File: src/hdl/fnvh_pkg.sv
// Shared types, constants and functions for the FNV-1a string hash block.
// Used by the front, queue, back and top-level modules; depends on nothing.
`default_nettype none

package fnvh_pkg;

  localparam logic [31:0] FNV_BASIS = 32'd2166136261;
  localparam logic [31:0] HASH_MULT = 32'd16777619;

  localparam int QUEUE_DEPTH = 4;
  localparam int QUEUE_PTR_W = $clog2(QUEUE_DEPTH);
  localparam int QUEUE_CNT_W = $clog2(QUEUE_DEPTH + 1);

  localparam logic [1:0] OP_MIDDLE = 2'd0;
  localparam logic [1:0] OP_LAST   = 2'd1;
  localparam logic [1:0] OP_EMPTY  = 2'd2;

  typedef struct packed {
    logic [1:0]  op;
    logic [31:0] data;
  } item_t;

  typedef struct packed {
    logic full;
    logic empty;
  } queue_status_t;

  function automatic logic [31:0] avalanche(input logic [31:0] h_in);
    logic [31:0] h;
    h = h_in;
    h = h + (h << 13);
    h = h ^ (h >> 7);
    h = h + (h << 3);
    h = h ^ (h >> 17);
    h = h + (h << 5);
    return h;
  endfunction

endpackage

`default_nettype wire

File: src/hdl/fnvh_front.sv
// Front end: takes input transfers, extends the byte and classifies the item.
// Depends on fnvh_pkg for the item type and operation codes.
`default_nettype none

module fnvh_front
  import fnvh_pkg::*;
(
  input  wire logic        clk,
  input  wire logic        rst,
  input  wire logic        sign_extend,
  input  wire logic        in_valid,
  output logic             in_ready,
  input  wire logic [7:0]  key_byte,
  input  wire logic        last_byte,
  input  wire logic        empty_key,
  input  wire queue_status_t q_status,
  output logic             push,
  output item_t            push_item
);

  logic  held;
  item_t item;
  item_t item_next;
  logic  accept;

  assign push     = held && !q_status.full;
  assign in_ready = !held || !q_status.full;
  assign accept   = in_valid && in_ready;
  assign push_item = item;

  always_comb begin
    item_next.data = {{24{sign_extend & key_byte[7]}}, key_byte};
    priority if (empty_key) begin
      item_next.op = OP_EMPTY;
    end else if (last_byte) begin
      item_next.op = OP_LAST;
    end else begin
      item_next.op = OP_MIDDLE;
    end
  end

  always_ff @(posedge clk) begin
    if (rst) begin
      held <= 1'b0;
    end else if (accept) begin
      held <= 1'b1;
    end else if (push) begin
      held <= 1'b0;
    end
  end

  always_ff @(posedge clk) begin
    if (accept) begin
      item <= item_next;
    end
  end

endmodule

`default_nettype wire

File: src/hdl/fnvh_queue.sv
// Short first-in first-out queue between the front end and the hash engine.
// Depends on fnvh_pkg for the item type, status type and depth constants.
`default_nettype none

module fnvh_queue
  import fnvh_pkg::*;
(
  input  wire logic  clk,
  input  wire logic  rst,
  input  wire logic  push,
  input  wire item_t push_item,
  input  wire logic  pop,
  output item_t      head,
  output queue_status_t status
);

  item_t                  slots [QUEUE_DEPTH];
  logic [QUEUE_PTR_W-1:0] wr_ptr;
  logic [QUEUE_PTR_W-1:0] rd_ptr;
  logic [QUEUE_CNT_W-1:0] count;

  assign status.full  = (count == QUEUE_CNT_W'(QUEUE_DEPTH));
  assign status.empty = (count == '0);
  assign head         = slots[rd_ptr];

  always_ff @(posedge clk) begin
    if (rst) begin
      wr_ptr <= '0;
      rd_ptr <= '0;
      count  <= '0;
    end else begin
      if (push) begin
        wr_ptr <= wr_ptr + 1'b1;
      end
      if (pop) begin
        rd_ptr <= rd_ptr + 1'b1;
      end
      if (push && !pop) begin
        count <= count + 1'b1;
      end else if (pop && !push) begin
        count <= count - 1'b1;
      end
    end
  end

  always_ff @(posedge clk) begin
    if (push) begin
      slots[wr_ptr] <= push_item;
    end
  end

endmodule

`default_nettype wire

File: src/hdl/fnvh_back.sv
// Hash engine: running FNV-1a state, finalisation stage and output register.
// Depends on fnvh_pkg for the item type, operation codes and avalanche function.
`default_nettype none

module fnvh_back
  import fnvh_pkg::*;
(
  input  wire logic  clk,
  input  wire logic  rst,
  input  wire item_t head,
  input  wire queue_status_t q_status,
  output logic       pop,
  output logic       out_valid,
  input  wire logic  out_ready,
  output logic [31:0] hash_value
);

  logic [31:0] running_hash;
  logic [31:0] product;
  logic        fin_valid;
  logic [31:0] fin_value;
  logic        fin_move;
  logic        fin_ready;

  assign product   = (running_hash ^ head.data) * HASH_MULT;
  assign fin_move  = fin_valid && (!out_valid || out_ready);
  assign fin_ready = !fin_valid || fin_move;
  assign pop       = !q_status.empty && ((head.op == OP_MIDDLE) || fin_ready);

  always_ff @(posedge clk) begin
    if (rst) begin
      running_hash <= FNV_BASIS;
      fin_valid    <= 1'b0;
      out_valid    <= 1'b0;
    end else begin
      if (pop) begin
        unique case (head.op)
          OP_MIDDLE: running_hash <= product;
          OP_LAST:   running_hash <= FNV_BASIS;
          OP_EMPTY:  running_hash <= FNV_BASIS;
          default:   running_hash <= FNV_BASIS;
        endcase
      end
      if (pop && (head.op != OP_MIDDLE)) begin
        fin_valid <= 1'b1;
      end else if (fin_move) begin
        fin_valid <= 1'b0;
      end
      if (fin_move) begin
        out_valid <= 1'b1;
      end else if (out_ready) begin
        out_valid <= 1'b0;
      end
    end
  end

  // The avalanche maps zero to zero, so an empty key carries zero through it.
  always_ff @(posedge clk) begin
    if (pop && (head.op != OP_MIDDLE)) begin
      fin_value <= (head.op == OP_LAST) ? product : '0;
    end
    if (fin_move) begin
      hash_value <= avalanche(fin_value);
    end
  end

endmodule

`default_nettype wire

File: src/hdl/fnv1a_string_hash_with_finalizer.sv
// Top level of the FNV-1a string hash with avalanche finaliser.
// Instantiates fnvh_front, fnvh_queue and fnvh_back; depends on fnvh_pkg.
`default_nettype none

// Key bytes arrive one per input transfer and are hashed at one byte per clock cycle, set by
// the combinational constant multiply in the hash engine's state loop, while the queue is not
// stalled by output back-pressure. A byte marked last, or an item marked as an empty key,
// produces one 32-bit result through the item, queue, finalisation and output registers; an
// empty key gives zero. A four-entry queue separates the front end from the hash engine, so
// the input keeps taking bytes while a result waits on the output, until the queue fills. The
// sign-extension register resets to one and should be written only while no key is in flight.
module fnv1a_string_hash_with_finalizer
  import fnvh_pkg::*;
(
  input  wire logic        clk,
  input  wire logic        rst,
  input  wire logic        cfg_write_en,
  input  wire logic        cfg_write_data,
  input  wire logic        in_valid,
  output logic             in_ready,
  input  wire logic [7:0]  key_byte,
  input  wire logic        last_byte,
  input  wire logic        empty_key,
  output logic             out_valid,
  input  wire logic        out_ready,
  output logic [31:0]      hash_value
);

  logic          sign_extend_bytes;
  logic          push;
  logic          pop;
  item_t         push_item;
  item_t         head;
  queue_status_t q_status;

  always_ff @(posedge clk) begin
    if (rst) begin
      sign_extend_bytes <= 1'b1;
    end else if (cfg_write_en) begin
      sign_extend_bytes <= cfg_write_data;
    end
  end

  fnvh_front u_front (
    .clk        (clk),
    .rst        (rst),
    .sign_extend(sign_extend_bytes),
    .in_valid   (in_valid),
    .in_ready   (in_ready),
    .key_byte   (key_byte),
    .last_byte  (last_byte),
    .empty_key  (empty_key),
    .q_status   (q_status),
    .push       (push),
    .push_item  (push_item)
  );

  fnvh_queue u_queue (
    .clk      (clk),
    .rst      (rst),
    .push     (push),
    .push_item(push_item),
    .pop      (pop),
    .head     (head),
    .status   (q_status)
  );

  fnvh_back u_back (
    .clk       (clk),
    .rst       (rst),
    .head      (head),
    .q_status  (q_status),
    .pop       (pop),
    .out_valid (out_valid),
    .out_ready (out_ready),
    .hash_value(hash_value)
  );

`ifndef SYNTHESIS
  a_no_push_when_full: assert property (@(posedge clk) disable iff (rst)
    push |-> !q_status.full)
    else $error("Queue written while full.");

  a_no_pop_when_empty: assert property (@(posedge clk) disable iff (rst)
    pop |-> !q_status.empty)
    else $error("Queue read while empty.");

  a_idle_after_reset: assert property (@(posedge clk)
    rst |=> (!out_valid && q_status.empty))
    else $error("Output or queue not cleared by reset.");

  a_full_holds: assert property (@(posedge clk) disable iff (rst)
    (q_status.full && !pop) |=> q_status.full)
    else $error("Queue occupancy fell without a read.");
`endif

endmodule

`default_nettype wire
File: config.mk
export PLATFORM = sky130hd
export DESIGN_NAME = fnv1a_string_hash_with_finalizer
export DESIGN_NICKNAME = d
export VERILOG_FILES = /design/src/hdl/fnvh_pkg.sv /design/src/hdl/fnvh_front.sv /design/src/hdl/fnvh_queue.sv /design/src/hdl/fnvh_back.sv /design/src/hdl/fnv1a_string_hash_with_finalizer.sv
export SDC_FILE = /design/constraint.sdc
export NUM_CORES = 1
export LEC_CHECK = 0
export BUFFER_PORTS_ARGS = -buffer_cell sky130_fd_sc_hd__buf_2
export CAP_MARGIN = 20
export CORE_MARGIN = 8
export CORE_UTILIZATION = 35
export DETAILED_ROUTE_END_ITERATION = 12
export HOLD_SLACK_MARGIN = 0.06
export PLACE_DENSITY_LB_ADDON = 0.25
export SETUP_SLACK_MARGIN = 0.2
export SYNTH_ARGS = -nofsm -noshare
export SYNTH_HDL_FRONTEND = slang
export SYNTH_HIERARCHICAL = 1
export SYNTH_SLANG_ARGS = --single-unit
File: constraint.sdc
create_clock -name clk -period 9.7 [get_ports clk]
set_clock_uncertainty 0.15 [all_clocks]
set_input_delay 0.97 -clock clk [delete_from_list [all_inputs] [get_ports clk]]
set_output_delay 0.97 -clock clk [all_outputs]
set_load 0.02 [all_outputs]
==> key figures <==
Status
  • Status: complete, no violations

GRT
  • Initial antenna violation count: 1
  • Largest net degree at the start of global routing: a little under 100
  • GRT overflow: 0
  • Vias in the first global route: around 12000
  • First-pass GRT wire length: 68200 µm
  • GRT Resource Usage Total: 0.136

Synth
  • Yosys top cell by area: edfxtp_1
  • Area fraction of the dominant cell type after synthesis: 0.333
  • Sequential fraction of the synthesis area: 0.380
  • Most used flip-flop cell after synthesis: edfxtp_1
  • Top cells by area, synth: edfxtp_1, ha_1, fa_1, inv_1, dfxtp_1
  • Register bit total from synthesis: between 200 and 300
  • Gate Count Post-Synth: 1707
  • Synth async-reset ratio: 0
  • Commonest cells in the netlist: inv_1, ha_1, edfxtp_1
  • Synthesized area: between 15000 and 20000 µm²
  • Number of synthesis warnings: 6
  • Cell with the most instances after synthesis: inv_1
  • EDFF count, synth: 211
  • Netlist cell types: just under 70
  • Avg Synthesized Cell Area: approximately 11 µm²
  • Mapped Nets: 2064

STA
  • Fin. Hold Viols: 0
  • Final Critical Period: 8.01 ns
  • Worst-Margin Slew: around 0.94 ns
  • Setup TNS: 0 ns
  • Fin crit share: 0.826
  • Final-report max-slew violation count: 0
  • Final setup violation count: 0
  • Max-slew headroom: 0.360
  • Fmax: approximately 120 MHz
  • RSZ-0062 raised after global routing: false

Floorplan
  • Chip height: between 200 and 250 µm
  • Die width: between 200 and 250 µm
  • IO Count: 50
  • Row count: between 80 and 90
  • Initial core utilization: 0.354
  • DIE AREA: 62100 µm²
  • Core box area: roughly 54000 µm²

Layout
  • N_diodes: 0
  • Filler cells: about 5300
  • Nets: between 2000 and 2500
  • Synthesis-to-finish area growth: 9.78%
  • Finished Cell Area: roughly 21000 µm²
  • Proportion of layout cells with a drive suffix above 1: 0.0897

Clock network
  • PostCTS Resize Cnt: 0
  • Clock latency on the worst-skew pair: 0.56 ns
  • Maximum root-to-sink buffer count: 3
  • Clock buffer count from CTS: 27
  • Cts-stage hold buffer count: 0
  • Postcts setup bufs: 0
  • # H-tree levels: 1
  • CTS clk-pin slew, worst paths: around 0.060 ns
  • Root Driver: clkbuf_16
  • CTS tree: yes
  • Num Clock Sinks: 256

Worst setup path
  • Critical path peak fanout: 15
  • Kind of critical path: flip-flop to flip-flop
  • CP required: 9.86 ns
  • Worst EP arrival: between 8 and 9 ns
  • R2R cell count: 24
  • Slowest stage delay, CP: around 0.84 ns
  • CP Launch Type: flip-flop
  • Crit end category: flip-flop
  • Worst path cell trace: mux4_2 > xor2_1 > ha_1 > ha_1 > inv_1 > fa_1 > inv_1 > ha_1 > inv_1 > fa_1 > inv_1 > ha_1 > inv_1 > fa_1 > inv_1 > ha_1 > nand2_1 > a2111oi_0 > o21ai_0 > o31ai_1 > a21o_1 > a21oi_1 > xor2_1 > nor2_1
  • Most used cell, CP: inv_1
  • Critical path's slowest cell: a2111oi_0

Routing
  • DR iter-0 viols: around 540
  • TritonRoute pass-1 iters: 5
  • DR WL/cell: 17.3 µm
  • Drt drc: 0
  • Final WL: 42800 µm
  • Vias: ~12000
  • Vias per std cell: ~4.8
  • Detail Route Antenna Nets: 0

Hold path
  • Hold WC Path Type: flip-flop to flip-flop
  • Hold Crit Depth: 2

Place
  • Detailed placement HPWL: about 34000 µm
  • Placed cell area: 20000 µm²
  • IO Port Bufs: 49
  • Gp weighted congestion: 0.873

Job
  • Max-cap viol count: 0
==> layout by cell type, fill, tap and decap left out, drive strengths merged, types with 8 or more instances in the layout <==
cell	instances
o21ai	50
nor2	98
o211ai	17
nor2b	9
and2	15
a21o	36
o21a	12
clkbuf	34
clkinv	9
a21oi	101
nand2b	19
and3	8
nor3	13
mux4	34
edfxtp	211
fa	78
buf	66
inv	284
ha	263
nand4	10
nand3	17
xnor2	77
nand2	63
dfxtp	45
xor2	98
o21bai	14
==> final timing paths <==
kind	from	end	slack [ns]
min	u_back/running_hash[26]	u_back/running_hash[26]	0.34
max reg2reg	flip-flop	u_back/fin_value[23]	1.69
min reg2reg	u_back/running_hash[26]	u_back/running_hash[26]	0.34
max	flip-flop	u_back/fin_value[23]	1.69
==> logic make-up after synthesis <==
family	Yosys count	synth area share
AO/OA/AOI/OAI	284	0.0943
XOR/XNOR	178	0.0845
adder cells (fa/ha/maj)	341	0.255
buffers and inverters	332	0.0732
flip-flops	256	0.380
multiplexers	38	0.0431
AND/OR/NAND/NOR	278	0.0697
==> registers in the layout, summed over array words and instances, names as in the netlist, named ones only <==
signal	count
sign_extend_bytes	1
u_back/fin_valid	1
u_back/fin_value	32
u_back/hash_value	32
u_back/out_valid	1
u_back/running_hash	32
u_front/held	1
u_front/push_item	11
u_queue/count	3
u_queue/rd_ptr	2
u_queue/slots	136
u_queue/wr_ptr	2
==> per-layer routing <==
layer,part of all wire,vias up,routed length (µm),GRT usage
met5,0,-,0,0
met1,0.46,5722,19800,0.175
met3,0.032,52,1390,0.0193
met2,0.49,200,20900,0.239
li1,-,5991,-,-
met4,0.018,0,778,0.0284
==> worst max-delay path, delay by kind of cell, from the launching register on <==
kind / cells / cell delay, ns
flip-flops: 1 / 0.65
adder cells (fa/ha/maj): 8 / 2.98
multiplexers: 1 / 0.57
XOR/XNOR: 2 / 1.03
AO/OA/AOI/OAI: 5 / 1.86
AND/OR/NAND/NOR: 2 / 0.17
buffers and inverters: 6 / 0.30
==> layout make-up <==
type                            count  area (µm²)  area share
Timing Repair Buffer               66         373      0.0178
Sequential cell                   256        7240       0.346
Clock buffer                       34         753      0.0360
Inverter                          281        1050      0.0505
Multi-Input combinational cell   1119       10400       0.499
Tap cell                          696         871      0.0417
Clock inverter                     16         179     0.00856
==> metrics by stage <==
step	cells	worst slack, ns	hold WS, ns	utilization
4_1_cts	2468	1.64	0.337	0.388
3_3_place_gp	2418	1.63	0.325	0.371
3_5_place_dp	2418	1.62	0.327	0.371
6_report	2468	1.69	0.341	0.388
2_1_floorplan	1707	2.86	0.294	-
5_1_grt	2468	1.24	0.359	0.388
Power is left out: the tool's default activity adds up to more than one toggle a clock period on the data nets, which glitch-free logic cannot reach.
